==> src/sv/assert_macros.svh <==
// Assertion macros shared by the heightfield sampler RTL.
// Plain text macros only; no other dependencies.
`ifndef ASSERT_MACROS_SVH
`define ASSERT_MACROS_SVH

// The consequent must hold in the same cycle as the antecedent.
`define ASSERT_IMP(label, clk, rst, ante, cons, msg) \
   label: assert property (@(posedge clk) disable iff (rst) (ante) |-> (cons)) \
      else $error(msg);

// The consequent must hold in the cycle after the antecedent.
`define ASSERT_NXT(label, clk, rst, ante, cons, msg) \
   label: assert property (@(posedge clk) disable iff (rst) (ante) |=> (cons)) \
      else $error(msg);

`endif

==> src/sv/hfts_pkg.sv <==
// Package for the heightfield triangle sampler: sizes, codes and item types.
// Used by every module of the block; depends on nothing else.
`timescale 1ns / 1ps
`default_nettype none

package hfts_pkg;

   // Map geometry and stored height width.
   localparam int MAP_DIM     = 256;
   localparam int HEIGHT_BITS = 16;
   localparam int IDX_BITS    = $clog2(MAP_DIM);
   localparam int MEM_DEPTH   = MAP_DIM * MAP_DIM;
   localparam int ADDR_BITS   = $clog2(MEM_DEPTH);

   // Field widths of the ports.
   localparam int COORD_BITS  = 8;
   localparam int LOAD_H_BITS = 16;
   localparam int QPOS_BITS   = 24;
   localparam int SIZE_BITS   = 9;
   localparam int RECIP_BITS  = 24;
   localparam int OUT_BITS    = 24;

   // Fixed-point layout of the scaled position and of the result.
   localparam int FRAC_BITS   = 12;
   localparam int FRAC_W      = FRAC_BITS + 1;
   localparam int PROD_BITS   = QPOS_BITS + RECIP_BITS;
   localparam int IP_BITS     = PROD_BITS - 2 * FRAC_BITS;
   localparam int OUT_FRAC    = 8;
   localparam int ROUND_SHIFT = 2 * FRAC_BITS - OUT_FRAC;
   localparam int ROUND_ADD   = 1 << (ROUND_SHIFT - 1);

   // Datapath widths of the interpolation, all derived from the height width.
   localparam int CORNER_BITS = HEIGHT_BITS + 2;
   localparam int DIFF_BITS   = HEIGHT_BITS + 3;
   localparam int XPROD_BITS  = DIFF_BITS + FRAC_W;
   localparam int TOP_BITS    = HEIGHT_BITS + 17;
   localparam int DLT_BITS    = TOP_BITS + 1;
   localparam int ZPROD_BITS  = DLT_BITS + FRAC_W;
   localparam int H_BITS      = TOP_BITS + FRAC_W + 2;

   localparam logic signed [OUT_BITS-1:0] OUT_MAX = {1'b0, {(OUT_BITS - 1){1'b1}}};
   localparam logic signed [OUT_BITS-1:0] OUT_MIN = {1'b1, {(OUT_BITS - 1){1'b0}}};

   // Queue between the front and the back.
   localparam int QUEUE_DEPTH = 4;
   localparam int QPTR_BITS   = $clog2(QUEUE_DEPTH);
   localparam int QCNT_BITS   = $clog2(QUEUE_DEPTH + 1);

   // Configuration port.
   localparam int CSR_INDEX_BITS = 1;
   localparam int CSR_DATA_BITS  = 24;
   localparam logic [CSR_INDEX_BITS-1:0] CSR_MAP_SIZE   = CSR_INDEX_BITS'(0);
   localparam logic [CSR_INDEX_BITS-1:0] CSR_GRID_RECIP = CSR_INDEX_BITS'(1);
   localparam logic [SIZE_BITS-1:0]  MAP_SIZE_RESET   = SIZE_BITS'(256);
   localparam logic [RECIP_BITS-1:0] GRID_RECIP_RESET = RECIP_BITS'(65536);

   // Item kinds.
   localparam logic KIND_LOAD  = 1'b0;
   localparam logic KIND_QUERY = 1'b1;

   typedef struct packed {
      logic                          kind;
      logic [COORD_BITS-1:0]         load_col;
      logic [COORD_BITS-1:0]         load_row;
      logic signed [LOAD_H_BITS-1:0] load_height;
      logic signed [QPOS_BITS-1:0]   query_x;
      logic signed [QPOS_BITS-1:0]   query_z;
   } hfts_req_type;

   typedef struct packed {
      logic signed [OUT_BITS-1:0] height_out;
      logic                       saturated;
   } hfts_rsp_type;

   // Classified work for the back. A load uses addr_nw and height only.
   typedef struct packed {
      logic                          is_query;
      logic [ADDR_BITS-1:0]          addr_nw;
      logic [ADDR_BITS-1:0]          addr_se;
      logic [ADDR_BITS-1:0]          addr_alt;
      logic                          tri_ne;
      logic signed [FRAC_W-1:0]      xf;
      logic signed [FRAC_W-1:0]      zf;
      logic signed [HEIGHT_BITS-1:0] height;
   } hfts_job_type;

   typedef struct packed {
      logic valid;
      logic full;
   } hfts_qstat_type;

endpackage

`default_nettype wire

==> src/sv/hfts_fifo.sv <==
// Short queue of classified items between the front and the back.
// Uses hfts_pkg for the item type and the queue depth.
`timescale 1ns / 1ps
`default_nettype none

module hfts_fifo (
   input  logic                      clock,
   input  logic                      reset,
   input  logic                      push,
   input  hfts_pkg::hfts_job_type    push_data,
   input  logic                      pop,
   output hfts_pkg::hfts_job_type    head,
   output hfts_pkg::hfts_qstat_type  qstat
);
   import hfts_pkg::*;

   hfts_job_type         slot_ff [QUEUE_DEPTH];
   logic [QPTR_BITS-1:0] wr_ptr_ff;
   logic [QPTR_BITS-1:0] rd_ptr_ff;
   logic [QCNT_BITS-1:0] count_ff;
   logic [QCNT_BITS-1:0] count_in;

   function automatic logic [QPTR_BITS-1:0] next_ptr(input logic [QPTR_BITS-1:0] p);
      return (p == QPTR_BITS'(QUEUE_DEPTH - 1)) ? '0 : p + QPTR_BITS'(1);
   endfunction

   assign head        = slot_ff[rd_ptr_ff];
   assign qstat.valid = (count_ff != '0);
   assign qstat.full  = (count_ff == QCNT_BITS'(QUEUE_DEPTH));

   // Occupancy follows pushes and pops.
   always_comb begin
      unique case ({push, pop})
         2'b10:   count_in = count_ff + QCNT_BITS'(1);
         2'b01:   count_in = count_ff - QCNT_BITS'(1);
         default: count_in = count_ff;
      endcase
   end

   always_ff @(posedge clock) begin
      if (reset) begin
         wr_ptr_ff <= '0;
         rd_ptr_ff <= '0;
         count_ff  <= '0;
      end else begin
         count_ff <= count_in;
         if (push) begin
            wr_ptr_ff <= next_ptr(wr_ptr_ff);
         end
         if (pop) begin
            rd_ptr_ff <= next_ptr(rd_ptr_ff);
         end
      end
      if (push) begin
         slot_ff[wr_ptr_ff] <= push_data;
      end
   end

endmodule

`default_nettype wire

==> config.mk <==
export PLATFORM = sky130hd
export DESIGN_NAME = hfts_fifo
export DESIGN_NICKNAME = d
export VERILOG_FILES = /design/src/sv/assert_macros.svh /design/src/sv/hfts_pkg.sv /design/src/sv/hfts_fifo.sv
export SDC_FILE = /design/constraint.sdc
export NUM_CORES = 1
export LEC_CHECK = 0
export BUFFER_PORTS_ARGS = -buffer_cell sky130_fd_sc_hd__buf_4
export CAP_MARGIN = 20
export CORE_ASPECT_RATIO = 1.4
export CORE_MARGIN = 10
export CORE_UTILIZATION = 55
export DETAILED_ROUTE_END_ITERATION = 7
export PLACE_DENSITY_LB_ADDON = 0.12
export SLEW_MARGIN = 40
export SYNTH_ARGS = -nofsm -noshare
export SYNTH_HDL_FRONTEND = slang
export SYNTH_SLANG_ARGS = --single-unit
==> constraint.sdc <==
create_clock -name clock -period 6.7 [get_ports clock]
set_clock_uncertainty 0.1 [all_clocks]
set_input_delay 0.67 -clock clock [delete_from_list [all_inputs] [get_ports clock]]
set_output_delay 0.67 -clock clock [all_outputs]
set_load 0.02 [all_outputs]
# Word level (Yosys, flattened, before mapping)
# Memories as Yosys holds them, arrays and structs flattened. A register that Yosys moved wholly into a read port is not among the register bits.
# Cells that the tools add are included.
totals:
  reg_bits: 7
  ramBits: 368
  inputBits: 96
  out_inout_bits: 94
  mem_count: 1
memory_table:
  columns: ["memory", "depth", "word_bits", "read_ports", "rd_clocked_by_memory_dff", "wr", "line", "text"]
  rows:
  - ["slot_ff", 4, 92, 1, 1, 1, "hfts_fifo.sv:17", "hfts_job_type slot_ff [QUEUE_DEPTH];"]
classes:
  addsub: 4
  n_eq_ne: 5
  n_mux: 7
  reduce_logical: 2
ops:
  columns: ["op", "n"]
  rows:
  - ["2-bit 2-to-1 mux", 4]
  - ["2-bit == test, second input constant", 3]
  - ["3-bit case mux with 2 select lines", 1]
  - ["2-bit by 1-bit adder with 2-bit output, second input constant", 2]
  - ["3-bit by 1-bit adder with 3-bit output, second input constant", 1]
  - ["3-bit == test, second input constant", 1]
  - ["3-bit nonzero test", 1]
  - ["3-bit by 1-bit subtractor with 3-bit output, second input constant", 1]
  - ["2-bit by 1-bit == test with 1-bit output, second input constant", 1]
  - ["1-bit 2-to-1 mux", 2]
  - ["2-bit nonzero test", 1]

# Depth between registers and ports, before layout
logic_depth:
  word_depth: 4
  ltp_mapped: 6

# Worst setup path before layout
# No wires, ideal clock.
synth_timing:
  path_type: "input to register"
  from: "input push"
  to: "memory slot_ff[0][0] in the netlist's numbering, enable pin"
  setup_ns: 0.461
  arrival_ns: 2.801
  t_required_ns: 6.139
  slack_ns: 3.339
  stages: 1
  path_buffers: 0
  path_cell_list: "and2_1"
synth_via:
  elab_chain_len: 2
synth_lines:
  columns: ["item", "line", "text"]
  rows:
  - ["start: declaration", "hfts_fifo.sv:9", "input logic push,"]
  - ["1-bit 2-to-1 mux", "hfts_fifo.sv:54", "if (push) begin"]
  - ["1-bit 2-to-1 mux (not written as such)", "hfts_fifo.sv:55", "slot_ff[wr_ptr_ff] <= push_data;"]
  - ["end: declaration", "hfts_fifo.sv:17", null]
# No other way between the ends.

==> impl_metrics.yaml <==
job:
  cap_violations: 0
logic_synthesis:
  synth_largest_area_cell: "edfxtp_1"
  async_flop_share_pct: 0
  synth_top_area_share_pct: 80.6
  ys_types: 18
  synth_nets: 627
  ys.flop_type: "edfxtp_1"
  synth_common_cells: "edfxtp_1, mux4_2, buf_2, buf_6, dfxtp_1"
  synth_area_mm2: 0.0137
  yosysSeqAreaShare_pct: 81.9
  synthCells: 524
  synth_edf_count: 368
  syn_avg_cell_area_um2: 26.2
  ys_ff_latch: 377
  synth_most_common_cell: "edfxtp_1"
  synthTopCellsByArea: "edfxtp_1, mux4_2, dfxtp_1"
  yosysWarnings: 0
clock_tree:
  clock_latency_ps: 490
  numCtsBuffers: 36
  cts-root-buf: "clkbuf_16"
  clk_path_buf_depth: 3
  postCtsHoldBufs: 0
  path_clk_slew_ps: 60
  cts_resized: 0
  cts_sinks: 377
  cts_tree: "done"
  cts_htree_levels: 2
  post_cts_buffers: 0
sta:
  finalHoldViolCount: 0
  hold_ws_ps: 270
  rsz0062_at_grt: "false"
  fmax_mhz: 297
  slew_violations: 0
  period_minus_slack_ps: 3370
  tns_ps: 0
  worst_pin_slew_ps: 721
  relSlewSlack_pct: 51.9
  period_share_pct: 50.3
  setup_violations: 0
cells_and_area:
  fillCellCount: 1549
  nNetsFinal: 841
  drive_gt1_share_pct: 44.8
  regArea_mm2: 0.0112
  final_cells: 1078
  area_delta_synth_final_pct: 20.9
  multiInputGateArea_mm2: 0.00233
  fin_area_mm2: 0.0166
setup_path:
  critPathKind: "flop to output port"
  r2r_end: "slot_ff[3][35]$_DFFE_PP_"
  cp-end-kind: "output port"
  regToRegSetupSlack_ps: 4470
  start_kind: "flop"
  worstPathRequired_ps: 5930
  cp.arrival_ps: 2600
  rr_worst_depth: 3
  worstPathMaxFanout: 31
  r2r-start: "wr_ptr_ff[0]$_SDFFE_PP0P_"
grt:
  antenna_found_initial: 1
  grt_pass1_wl_mm: 41.0
  grt_overflow: 0
  grt_max_degree: 67
  grt_use_total_pct: 16.7
  grt_pass1_vias: 6970
placed_design:
  dp.cells: 1015
  gp_congestion: 0.727
  io_buffers: 189
  post_dp_cell_area_mm2: 0.0155
  hpwl_mm: 16.6
worst_hold_path:
  min_path_type: "input port to flop"
  whs_endpoint: "slot_ff[0][90]$_DFFE_PP_"
  min_delay_path_depth: 1
  hp-start: "push_data[90]"
drt:
  drc: 0
  routed_wl_mm: 26.5
  viasPerCell: 5.67
  drt-wirelength-per-cell_um: 24.6
  dr.pass1.iters: 4
  drt_iter0_drc: 359
  ant_nets: 0
  vias: 6111
power_and_ir_drop:
  power_density_mw_per_mm2: 311
  power_w: 0.00516
  peakVddDrop_mv: 0.223
  leakage_nw: 5.59
die:
  start_util_pct: 55.8
  core_mm2: 0.0246
  ios: 190
  row_count: 68
  dieArea_mm2: 0.0317
  chipHeight_um: 207
  fp.dieW_um: 153
outcome:
  outcome: "complete, no violations"
==> final cells by class <==
| type | count | share of cell area (%) |
|---|---|---|
| Timing Repair Buffer | 196 | 9.01 |
| Antenna cell | 1 | 0.0151 |
| Multi-Input combinational cell | 123 | 14.0 |
| Sequential cell | 377 | 67.8 |
| Tap cell | 315 | 2.38 |
| Clock inverter | 16 | 0.906 |
| Inverter | 4 | 0.0906 |
| Clock buffer | 46 | 5.79 |
==> metal layers <==
metal / track usage, % / part of all wire [%] / up-vias
met5: 0 / 0.075 / -
met4: 5.00 / 2.1 / 2
met3: 5.04 / 6.7 / 40
met2: 30.8 / 56 / 179
met1: 18.2 / 35 / 3215
li1: - / - / 2675
==> kinds of logic (layout without fill, tap and decap cells) <==
logic type | after synthesis | after routing | share of synthesized area [%]
other | 0 | 1 | 0
adders and majority gates | 7 | 7 | 0.693
and+or+nand+nor | 15 | 15 | 0.602
buffers and inverters | 24 | 262 | 1.23
muxes | 95 | 95 | 15.3
AOI/OAI and AO/OA | 4 | 4 | 0.146
xor gates and xnor gates | 2 | 2 | 0.128
DFF | 377 | 377 | 81.9
==> where the power goes <==
group / leakage (nW) / total (W) / switching [W] / internal, W
logic: 1.59 / 0.000525 / 0.000282 / 0.000242
clock network: 0.542 / 0.00191 / 0.000782 / 0.00112
registers: 3.46 / 0.00272 / 0.0000345 / 0.00269
total: 5.59 / 0.00516 / 0.00110 / 0.00406
==> through the flow <==
stage                     utilization (%)  setup slack [ps]
final                                67.4              3330
after floorplan                         -              3340
after detailed placement             62.9              3770
after global routing                 67.4              3140
after CTS                            67.4              3230
after global placement               62.8              3630
==> sequential cells by signal, summed over array words and instances, names as in the netlist, named ones only <==
register and count:
count_ff 3, rd_ptr_ff 2, slot_ff 368, wr_ptr_ff 2
==> how the worst max path moves through the flow <==
stage | slack (ps) | end | start
after floorplan | 3340 | slot_ff[0][0]$_DFFE_PP_ | push
after global placement | 3630 | head[2] | flop
after detailed placement | 3770 | head[74] | flop
after CTS | 3230 | head[74] | flop
after global routing | 3140 | head[74] | flop
final | 3330 | head[74] | flop
==> layout by cell type, fill, tap and decap left out, types with 2 or more instances in the layout <==
cell type	n
a21oi_1	3
and2_4	4
buf_4	190
buf_6	6
bufinv_16	3
clkbuf_1	9
clkbuf_16	37
clkinv_1	6
clkinv_2	6
dfxtp_1	7
dfxtp_4	2
edfxtp_1	368
ha_1	6
inv_1	4
mux2i_1	3
mux4_2	92
nor2_1	6
nor3b_1	3
or3_1	2
==> critical path, stage by stage (launching register included) <==
cell and delay (ps):
dfxtp_4 630, buf_4 630, mux4_2 640, buf_4 190
(Power assumes the default switching activity.)
