<file path="src/sv/assert_macros.svh">
// Assertion macros shared by the heightfield sampler RTL.
// Plain text macros only; no other dependencies.
`ifndef ASSERT_MACROS_SVH
`define ASSERT_MACROS_SVH

// The consequent must hold in the same cycle as the antecedent.
`define ASSERT_IMP(label, clk, rst, ante, cons, msg) \
   label: assert property (@(posedge clk) disable iff (rst) (ante) |-> (cons)) \
      else $error(msg);

// The consequent must hold in the cycle after the antecedent.
`define ASSERT_NXT(label, clk, rst, ante, cons, msg) \
   label: assert property (@(posedge clk) disable iff (rst) (ante) |=> (cons)) \
      else $error(msg);

`endif

</file>
<file path="src/sv/hfts_pkg.sv">
// Package for the heightfield triangle sampler: sizes, codes and item types.
// Used by every module of the block; depends on nothing else.
`timescale 1ns / 1ps
`default_nettype none

package hfts_pkg;

   // Map geometry and stored height width.
   localparam int MAP_DIM     = 256;
   localparam int HEIGHT_BITS = 16;
   localparam int IDX_BITS    = $clog2(MAP_DIM);
   localparam int MEM_DEPTH   = MAP_DIM * MAP_DIM;
   localparam int ADDR_BITS   = $clog2(MEM_DEPTH);

   // Field widths of the ports.
   localparam int COORD_BITS  = 8;
   localparam int LOAD_H_BITS = 16;
   localparam int QPOS_BITS   = 24;
   localparam int SIZE_BITS   = 9;
   localparam int RECIP_BITS  = 24;
   localparam int OUT_BITS    = 24;

   // Fixed-point layout of the scaled position and of the result.
   localparam int FRAC_BITS   = 12;
   localparam int FRAC_W      = FRAC_BITS + 1;
   localparam int PROD_BITS   = QPOS_BITS + RECIP_BITS;
   localparam int IP_BITS     = PROD_BITS - 2 * FRAC_BITS;
   localparam int OUT_FRAC    = 8;
   localparam int ROUND_SHIFT = 2 * FRAC_BITS - OUT_FRAC;
   localparam int ROUND_ADD   = 1 << (ROUND_SHIFT - 1);

   // Datapath widths of the interpolation, all derived from the height width.
   localparam int CORNER_BITS = HEIGHT_BITS + 2;
   localparam int DIFF_BITS   = HEIGHT_BITS + 3;
   localparam int XPROD_BITS  = DIFF_BITS + FRAC_W;
   localparam int TOP_BITS    = HEIGHT_BITS + 17;
   localparam int DLT_BITS    = TOP_BITS + 1;
   localparam int ZPROD_BITS  = DLT_BITS + FRAC_W;
   localparam int H_BITS      = TOP_BITS + FRAC_W + 2;

   localparam logic signed [OUT_BITS-1:0] OUT_MAX = {1'b0, {(OUT_BITS - 1){1'b1}}};
   localparam logic signed [OUT_BITS-1:0] OUT_MIN = {1'b1, {(OUT_BITS - 1){1'b0}}};

   // Queue between the front and the back.
   localparam int QUEUE_DEPTH = 4;
   localparam int QPTR_BITS   = $clog2(QUEUE_DEPTH);
   localparam int QCNT_BITS   = $clog2(QUEUE_DEPTH + 1);

   // Configuration port.
   localparam int CSR_INDEX_BITS = 1;
   localparam int CSR_DATA_BITS  = 24;
   localparam logic [CSR_INDEX_BITS-1:0] CSR_MAP_SIZE   = CSR_INDEX_BITS'(0);
   localparam logic [CSR_INDEX_BITS-1:0] CSR_GRID_RECIP = CSR_INDEX_BITS'(1);
   localparam logic [SIZE_BITS-1:0]  MAP_SIZE_RESET   = SIZE_BITS'(256);
   localparam logic [RECIP_BITS-1:0] GRID_RECIP_RESET = RECIP_BITS'(65536);

   // Item kinds.
   localparam logic KIND_LOAD  = 1'b0;
   localparam logic KIND_QUERY = 1'b1;

   typedef struct packed {
      logic                          kind;
      logic [COORD_BITS-1:0]         load_col;
      logic [COORD_BITS-1:0]         load_row;
      logic signed [LOAD_H_BITS-1:0] load_height;
      logic signed [QPOS_BITS-1:0]   query_x;
      logic signed [QPOS_BITS-1:0]   query_z;
   } hfts_req_type;

   typedef struct packed {
      logic signed [OUT_BITS-1:0] height_out;
      logic                       saturated;
   } hfts_rsp_type;

   // Classified work for the back. A load uses addr_nw and height only.
   typedef struct packed {
      logic                          is_query;
      logic [ADDR_BITS-1:0]          addr_nw;
      logic [ADDR_BITS-1:0]          addr_se;
      logic [ADDR_BITS-1:0]          addr_alt;
      logic                          tri_ne;
      logic signed [FRAC_W-1:0]      xf;
      logic signed [FRAC_W-1:0]      zf;
      logic signed [HEIGHT_BITS-1:0] height;
   } hfts_job_type;

   typedef struct packed {
      logic valid;
      logic full;
   } hfts_qstat_type;

endpackage

`default_nettype wire

</file>
<file path="src/sv/hfts_front.sv">
// Front of the heightfield sampler: configuration registers, input stage,
// position scaling and cell classification. Uses hfts_pkg.
`timescale 1ns / 1ps
`default_nettype none

module hfts_front (
   input  logic                                  clock,
   input  logic                                  reset,
   input  logic                                  req_valid,
   output logic                                  req_stall,
   input  hfts_pkg::hfts_req_type                req_data,
   input  logic                                  csr_we,
   input  logic [hfts_pkg::CSR_INDEX_BITS-1:0]   csr_index,
   input  logic [hfts_pkg::CSR_DATA_BITS-1:0]    csr_wdata,
   output logic                                  job_push,
   output hfts_pkg::hfts_job_type                job_data,
   input  hfts_pkg::hfts_qstat_type              qstat
);
   import hfts_pkg::*;

   logic [SIZE_BITS-1:0]  map_size_ff;
   logic [RECIP_BITS-1:0] grid_recip_ff;

   logic                  s1_valid_ff;
   logic                  s1_valid_in;
   hfts_req_type          s1_req_ff;
   logic [PROD_BITS-1:0]  s1_prod_x_ff;
   logic [PROD_BITS-1:0]  s1_prod_z_ff;

   logic                  req_accept;
   logic                  s1_leave;
   logic                  keep;
   logic                  in_grid;
   logic                  is_query;
   logic                  neg_x;
   logic                  neg_z;
   logic [QPOS_BITS-1:0]  mag_x;
   logic [QPOS_BITS-1:0]  mag_z;
   logic [PROD_BITS-1:0]  prod_x;
   logic [PROD_BITS-1:0]  prod_z;
   logic [IDX_BITS-1:0]   limit;
   logic [IDX_BITS-1:0]   cell_x;
   logic [IDX_BITS-1:0]   cell_z;
   logic signed [FRAC_W-1:0] frac_x;
   logic signed [FRAC_W-1:0] frac_z;
   logic                  tri_ne;
   logic [ADDR_BITS-1:0]  base_addr;
   logic [ADDR_BITS-1:0]  load_addr;

   // Magnitude of a signed position; the most negative value maps to 2^23.
   function automatic logic [QPOS_BITS-1:0] magnitude(input logic signed [QPOS_BITS-1:0] v);
      return $unsigned(v[QPOS_BITS-1] ? -v : v);
   endfunction

   // Integer cell of a scaled coordinate. A negative position truncates to a
   // value at or below zero, so it always clamps to cell zero.
   function automatic logic [IDX_BITS-1:0] cell_of(input logic [PROD_BITS-1:0] prod,
                                                   input logic neg,
                                                   input logic [IDX_BITS-1:0] lim);
      logic [IP_BITS-1:0] ip;
      ip = prod[PROD_BITS-1 -: IP_BITS];
      priority if (neg) begin
         return '0;
      end else if (ip > IP_BITS'(lim)) begin
         return lim;
      end else begin
         return ip[IDX_BITS-1:0];
      end
   endfunction

   // Signed fraction of a scaled coordinate, taking the sign of the position.
   function automatic logic signed [FRAC_W-1:0] frac_of(input logic [PROD_BITS-1:0] prod,
                                                        input logic neg);
      logic signed [FRAC_W-1:0] f;
      f = $signed({1'b0, prod[2*FRAC_BITS-1 -: FRAC_BITS]});
      return neg ? -f : f;
   endfunction

   // Configuration registers; the user must write them only while the block is idle, the block does not enforce it.
   always_ff @(posedge clock) begin
      if (reset) begin
         map_size_ff   <= MAP_SIZE_RESET;
         grid_recip_ff <= GRID_RECIP_RESET;
      end else if (csr_we) begin
         unique case (csr_index)
            CSR_MAP_SIZE:   map_size_ff   <= csr_wdata[SIZE_BITS-1:0];
            CSR_GRID_RECIP: grid_recip_ff <= csr_wdata[RECIP_BITS-1:0];
         endcase
      end
   end

   // Scale both coordinates by the grid reciprocal as the item comes in.
   always_comb begin
      mag_x  = magnitude(req_data.query_x);
      mag_z  = magnitude(req_data.query_z);
      prod_x = PROD_BITS'(mag_x) * PROD_BITS'(grid_recip_ff);
      prod_z = PROD_BITS'(mag_z) * PROD_BITS'(grid_recip_ff);
   end

   // Highest usable cell index: the map size saturated to 2..MAP_DIM, minus two.
   always_comb begin
      priority if (map_size_ff < SIZE_BITS'(2)) begin
         limit = '0;
      end else if (32'(map_size_ff) > MAP_DIM) begin
         limit = IDX_BITS'(MAP_DIM - 2);
      end else begin
         limit = IDX_BITS'(map_size_ff - SIZE_BITS'(2));
      end
   end

   // Classify the held item: cell, fractions, triangle and memory addresses.
   always_comb begin
      is_query  = (s1_req_ff.kind == KIND_QUERY);
      neg_x     = s1_req_ff.query_x[QPOS_BITS-1];
      neg_z     = s1_req_ff.query_z[QPOS_BITS-1];
      cell_x    = cell_of(s1_prod_x_ff, neg_x, limit);
      cell_z    = cell_of(s1_prod_z_ff, neg_z, limit);
      frac_x    = frac_of(s1_prod_x_ff, neg_x);
      frac_z    = frac_of(s1_prod_z_ff, neg_z);
      tri_ne    = (frac_z <= frac_x);
      base_addr = ADDR_BITS'(int'(cell_z) * MAP_DIM + int'(cell_x));
      load_addr = ADDR_BITS'(int'(s1_req_ff.load_row) * MAP_DIM + int'(s1_req_ff.load_col));
      in_grid   = (int'(s1_req_ff.load_col) < MAP_DIM) && (int'(s1_req_ff.load_row) < MAP_DIM);

      job_data.is_query = is_query;
      job_data.addr_nw  = is_query ? base_addr : load_addr;
      job_data.addr_se  = base_addr + ADDR_BITS'(MAP_DIM + 1);
      job_data.addr_alt = tri_ne ? base_addr + ADDR_BITS'(1) : base_addr + ADDR_BITS'(MAP_DIM);
      job_data.tri_ne   = tri_ne;
      job_data.xf       = frac_x;
      job_data.zf       = frac_z;
      job_data.height   = HEIGHT_BITS'(s1_req_ff.load_height);
   end

   // A load outside the grid is dropped here and never reaches the queue.
   always_comb begin
      keep        = is_query || in_grid;
      job_push    = s1_valid_ff && keep && !qstat.full;
      s1_leave    = s1_valid_ff && (!qstat.full || !keep);
      req_stall   = s1_valid_ff && !s1_leave;
      req_accept  = req_valid && !req_stall;
      s1_valid_in = req_accept || req_stall;
   end

   // Input stage register.
   always_ff @(posedge clock) begin
      if (reset) begin
         s1_valid_ff <= 1'b0;
      end else begin
         s1_valid_ff <= s1_valid_in;
      end
      if (req_accept) begin
         s1_req_ff    <= req_data;
         s1_prod_x_ff <= prod_x;
         s1_prod_z_ff <= prod_z;
      end
   end

endmodule

`default_nettype wire

</file>
<file path="config.mk">
export PLATFORM = sky130hd
export DESIGN_NAME = hfts_front
export DESIGN_NICKNAME = d
export VERILOG_FILES = /design/src/sv/assert_macros.svh /design/src/sv/hfts_pkg.sv /design/src/sv/hfts_front.sv
export SDC_FILE = /design/constraint.sdc
export NUM_CORES = 2
export LEC_CHECK = 0
export ABC_AREA = 1
export ABC_CLOCK_PERIOD_IN_PS = 13400
export CAP_MARGIN = 10
export CORE_ASPECT_RATIO = 1.25
export CORE_MARGIN = 1
export CORE_UTILIZATION = 70
export DETAILED_ROUTE_END_ITERATION = 16
export DONT_BUFFER_PORTS = 1
export HOLD_SLACK_MARGIN = 0.12
export PLACE_DENSITY = 0.86
export SLEW_MARGIN = 20
export SYNTH_ARGS = -nofsm -noshare
export SYNTH_HDL_FRONTEND = slang
export SYNTH_SLANG_ARGS = --single-unit
</file>
<file path="constraint.sdc">
create_clock -name clock -period 13.4 [get_ports clock]
set_clock_uncertainty 0.05 [all_clocks]
set_input_delay 2.68 -clock clock [delete_from_list [all_inputs] [get_ports clock]]
set_output_delay 2.68 -clock clock [all_outputs]
set_load 0.02 [all_outputs]
</file>
Word-level counts from Yosys, hierarchy flattened

Cells that the tools add are included.

Add/subtract/negate cells: 10
Multiply operators: 2
Order comparisons: 5
Multiplexer cells: 12
Bitwise operators: 1
Reductions and logical operators: 9

Operators with widths:

| kind                                               | count |
|---|---|
| multiplier 24 x 24 -> 48 bit                       | 2 |
| > comparator 24 x 8 -> 1 bit                       | 2 |
| two-way mux 24 bit                                 | 2 |
| two-way mux 8 bit                                  | 6 |
| negation 24 bit                                    | 2 |
| adder 16 x 8 -> 16 bit                             | 2 |
| adder 16 x 9 -> 16 bit, second input constant      | 2 |
| two-way mux 16 bit                                 | 2 |
| two-way mux 13 bit                                 | 2 |
| negation 12 -> 13 bit                              | 2 |
| adder 16 x 1 -> 16 bit, second input constant      | 1 |
| less-or-equal comparator 13 bit                    | 1 |
| > comparator 9 bit, second input constant          | 1 |
| < comparator 9 x 2 -> 1 bit, second input constant | 1 |
| subtractor 8 x 2 -> 8 bit, second input constant   | 1 |
| AND reduction 2 bit                                | 2 |
| logical AND 1 bit                                  | 3 |
| zero test 1 bit                                    | 3 |
| logical OR 1 bit                                   | 1 |
| NOT 1 bit                                          | 1 |

Register bits: 211
Input bits: 112
Output and inout port bits: 94
Word-level logic and storage cells: 50

Depth between registers and ports, before layout

Depth in word-level cells: 9
Mapped depth: 41
Gate-level depth less buffers: 40

Least setup slack after synthesis

OpenSTA, ideal clock, no wires.

Path kind: in2reg
Start: in req_data[1] (netlist name)
End: reg s1_prod_z_ff[46], data pin
Setup time: 252 ps
Arrival: 9,518 ps
Data required time: 13,098 ps
Path slack: 3,580 ps
Cell stages on the path: 36
Cells stage by stage: inv_1 > ha_1 > nand2_1 > nor3_1 > nand2_1 > inv_2 > nand3_1 > o21ai_1 > o21ai_1 > or2_2 > nand2_2 > buf_6 > nor2_1 > fa_1 > inv_1 > fa_1 > fa_1 > fa_1 > inv_1 > fa_1 > fa_1 > inv_1 > fa_1 > inv_1 > ha_1 > nand2_1 > nor2_1 > inv_1 > nor2_1 > inv_1 > nor4_1 > a21oi_1 > o21ai_0 > nand2_1 > nand3_1 > nand2_1

Word-level cells in the longest chain between the ends: 3

RTL lines:

| element                        | line              | source |
|---|---|---|
| from (decl)                    | hfts_front.sv:11  | `input hfts_pkg::hfts_req_type req_data,` |
| negation 24 bit                | hfts_front.sv:52  | `return $unsigned(v[QPOS_BITS-1] ? -v : v);` |
| two-way mux 24 bit *           | hfts_front.sv:52  |  |
| multiplier 24 x 24 -> 48 bit * | hfts_front.sv:97  | `prod_z = PROD_BITS'(mag_z) * PROD_BITS'(grid_recip_ff);` |
| via prod_z[46]                 | hfts_front.sv:40  | `logic [PROD_BITS-1:0] prod_z;` |
| to (signal assigned)           | hfts_front.sv:155 | `s1_prod_z_ff <= prod_z;` |
| to (decl)                      | hfts_front.sv:28  | `logic [PROD_BITS-1:0] s1_prod_z_ff;` |

Mark *: on every way through the listed nets, which the timed path passes. The rest lies on a longest branch.
A chain may end at the register's enable or synchronous reset.

Final worst setup path

Start: in req_data[0] (netlist name)
End: reg s1_prod_z_ff[30], data pin

Same word-level chain as after synthesis.

==> results.py <==
metrics = {
    "pwr": {
        "power_frac_clock_pct": 4.7,
        "swShare_pct": 61.5,
        "p_per_area_nw_per_um2": 229,
        "cellLeakagePower_nw": 25.2,
        "max-vdd-ir-drop_mv": 0.366,
        "p_comb_share_pct": 86.1,
        "cellInternalPower_w": 0.00418,
        "switchingPower_w": 0.00668,
        "seqPwrFrac_pct": 9.2,
    },
    "clock_network": {
        "clk-insertion-delay-late_ns": 0.50,
        "cts_hold_buf": 0,
        "cts_max_level": 4,
        "cts.sink_count": 141,
        "ctsResizeCount": 0,
        "cts_setup_buffers": 0,
        "cts_root_buf": "clkbuf_16",
        "cts_made_buffers": 17,
        "clockBufferDepth": 2,
        "cts_tree": "built",
        "clk_pin_slew_worst_paths_ns": 0.06,
    },
    "critical_path": {
        "path_max_fanout": 24,
        "cpMaxStageDelayCell": "inv_1",
        "start_kind": "input pin",
        "end_kind": "flip-flop",
        "cp_num_buf_inv": 9,
        "critPathLaunch": "req_data[0]",
        "crit_type": "in2reg",
        "slowest_delay_ns": 0.73,
        "arrival_ns": 11.37,
        "cp_top_family": "adder cells",
        "required_ns": 13.56,
        "rr_startpoint": "grid_recip_ff[7]",
    },
    "min_path": {
        "hold_start": "grid_recip_ff[9]",
        "hp-class": "reg2reg",
    },
    "final_layout": {
        "area_delta_synth_final_pct": 2.54,
        "num-nets-final": 7161,
        "seq_area_sq_um": 3890,
        "final_common_cell": "inv_1",
        "multi_input_area_sq_um": 35600,
        "drive_above_1_share_pct": 2.90,
        "layout_common_cells": "inv_1, nand2_1, fa_1",
        "fillers": 4873,
    },
    "detailed_routing": {
        "wirelength_microns": 138000,
        "wl_met3_microns": 19500,
        "drt_iter0_drc": 3990,
        "via_count": 39453,
        "wl_per_cell_microns": 20.9,
        "first_pass_iters": 9,
        "routed_via_density": 6.00,
        "met1_length_microns": 44500,
        "drtAntennaViolNets": 0,
        "drc": 0,
        "top_layer": "met5",
        "wl_met2_microns": 61400,
    },
    "yosys": {
        "yosysUniqueCellTypes": 52,
        "synth_cells": 5853,
        "netlist_area_sq_um": 46200,
        "avgSynthCellArea_sq_um": 7.89,
        "syn_nets": 7305,
        "synth-seq-cells": 141,
        "seq_area_frac_synth_pct": 8.43,
        "yosysWarningCount": 0,
    },
    "place": {
        "dp_hpwl_microns": 110000,
        "place_ws_ns": 1.92,
        "place.gp.congestion": 0.997,
        "port-buffer-count": 0,
    },
    "grt": {
        "grt_overflow": 0,
        "grt_antenna_before_repair": 9,
        "track_usage_pct": 42.8,
        "grt_max_degree": 56,
        "grt_first_pass_wirelength_microns": 216000,
        "grt_pass1_vias": 41752,
    },
    "sta": {
        "rsz0062_at_grt": "no",
        "fin_crit_ns": 11.22,
        "clock.fmax_mhz": 89.2,
        "finalCritPeriodShare_pct": 83.7,
        "drv_slew": 0,
        "setup-violations-final": 0,
        "worst_slew_pin_slew_ns": 1.25,
        "hold_viol": 0,
        "setup_tns_ns": 0,
        "slew_headroom_pct": 16.7,
        "worst_slack_ns": 2.18,
    },
    "floorplanning": {
        "rows": 104,
        "io_pins": 206,
        "core_sq_um": 64800,
        "die_w_microns": 232,
        "die_y_microns": 289,
        "die_area_sq_um": 67000,
        "start_util_pct": 71.2,
    },
    "outcome": {
        "outcome": "complete, no violations",
    },
    "run": {
        "drv_cap": 0,
    },
}
worst register-to-register path, cell delays in order (launching register included):
cell      delay [ns]
dfxtp_1         0.82
clkinv_1        0.79
buf_4           0.50
nor2_1          0.21
fa_1            0.47
fa_1            0.52
inv_1           0.05
fa_1            0.48
inv_1           0.05
fa_1            0.50
inv_1           0.06
fa_1            0.53
inv_1           0.06
fa_1            0.47
inv_1           0.05
fa_1            0.47
inv_1           0.04
ha_1            0.37
nand2_1         0.13
nor2_1          0.12
inv_1           0.07
nor2_1          0.11
inv_1           0.05
nor4_1          0.35
a21oi_1         0.18
o21ai_0         0.43
xor2_1          0.54
final timing paths:
kind	to	slack, ns	cells past startpoint
max reg2reg	s1_prod_z_ff[30]	4.65	26
min	grid_recip_ff[9]	0.43	2
max	s1_prod_z_ff[30]	2.18	33
min reg2reg	grid_recip_ff[9]	0.43	2
power by group through the flow:
stage	clock network (W)	logic [W]	registers (W)
2_1_floorplan	0	0.00613	0.000948
3_3_place_gp	0	0.00877	0.000998
3_5_place_dp	0	0.00899	0.00100
4_1_cts	0.000513	0.00905	0.000994
5_1_grt	0.000527	0.0102	0.00100
6_report	0.000508	0.00936	0.000997
sequential cells by signal (all words and copies together), names as in the netlist:
name,cells
s1_prod_x_ff,36
s1_prod_z_ff,36
grid_recip_ff,24
job_data,16
s1_req_ff,16
map_size_ff,9
is_query,1
neg_x,1
neg_z,1
s1_valid_ff,1
per-layer routing:
| metal | vias up | track usage (%) |
|---|---|---|
| li1 | 16770 | - |
| met1 | 18884 | 48.9 |
| met2 | 2946 | 66.7 |
| met3 | 841 | 14.6 |
| met4 | 12 | 32.6 |
| met5 | - | 0 |
area by class of cell:
| class | instances | share of cell area, % |
|---|---|---|
| multi-input combinational | 3960 | 75.3 |
| sequential | 141 | 8.23 |
| tap | 848 | 2.24 |
| clock inverter | 13 | 0.330 |
| clock buffer | 19 | 0.914 |
| timing repair buffer | 50 | 0.793 |
| inverter | 1539 | 12.2 |
| antenna | 5 | 0.0264 |
synth_stat cells, drive strengths merged:
library cell,count,area [sq um]
nand3b,9,80.1
o31ai,5,37.5
o41ai,1,8.76
o21ai,144,724
buf,32,193
nor2,881,3380
nor4,15,109
a21boi,4,30.0
nand3,113,606
a21o,7,52.6
and2,4,25.0
or2,24,150
xor2,79,714
dfxtp,34,681
o211ai,4,30.0
a31oi,30,188
or3,1,6.26
clkbuf,181,679
o21a,18,135
nor4b,2,17.5
o311ai,3,26.3
a21oi,171,856
ha,378,4730
a211oi,6,45.0
xnor2,26,228
nand2,1016,3840
inv,1524,5720
edfxtp,107,3210
and3,3,18.8
o32ai,1,8.76
o21bai,6,45.0
nor3,35,201
nand4,12,75.1
fa,962,19300
clkinv,15,56.3
through the flow:
stage	hold WS, ns	util [%]	instances	area (sq um)	total power, W
2_1_floorplan	0.398	-	5853	46200	0.00708
3_3_place_gp	0.394	72.1	6538	46700	0.00977
3_5_place_dp	0.416	72.1	6538	46700	0.00999
4_1_cts	0.438	73.0	6570	47300	0.0106
5_1_grt	0.461	73.0	6570	47300	0.0117
6_report	0.435	73.1	6575	47300	0.0109
kinds of logic after synthesis:
logic type | count (synthesis) | synth area share, %
xor+xnor | 105 | 2.04
fa+ha+maj | 1340 | 52.0
buf+inv | 1752 | 14.4
simple gates | 2115 | 18.4
compound gates | 400 | 4.74
flops | 141 | 8.43
(Power assumes the default switching activity.)
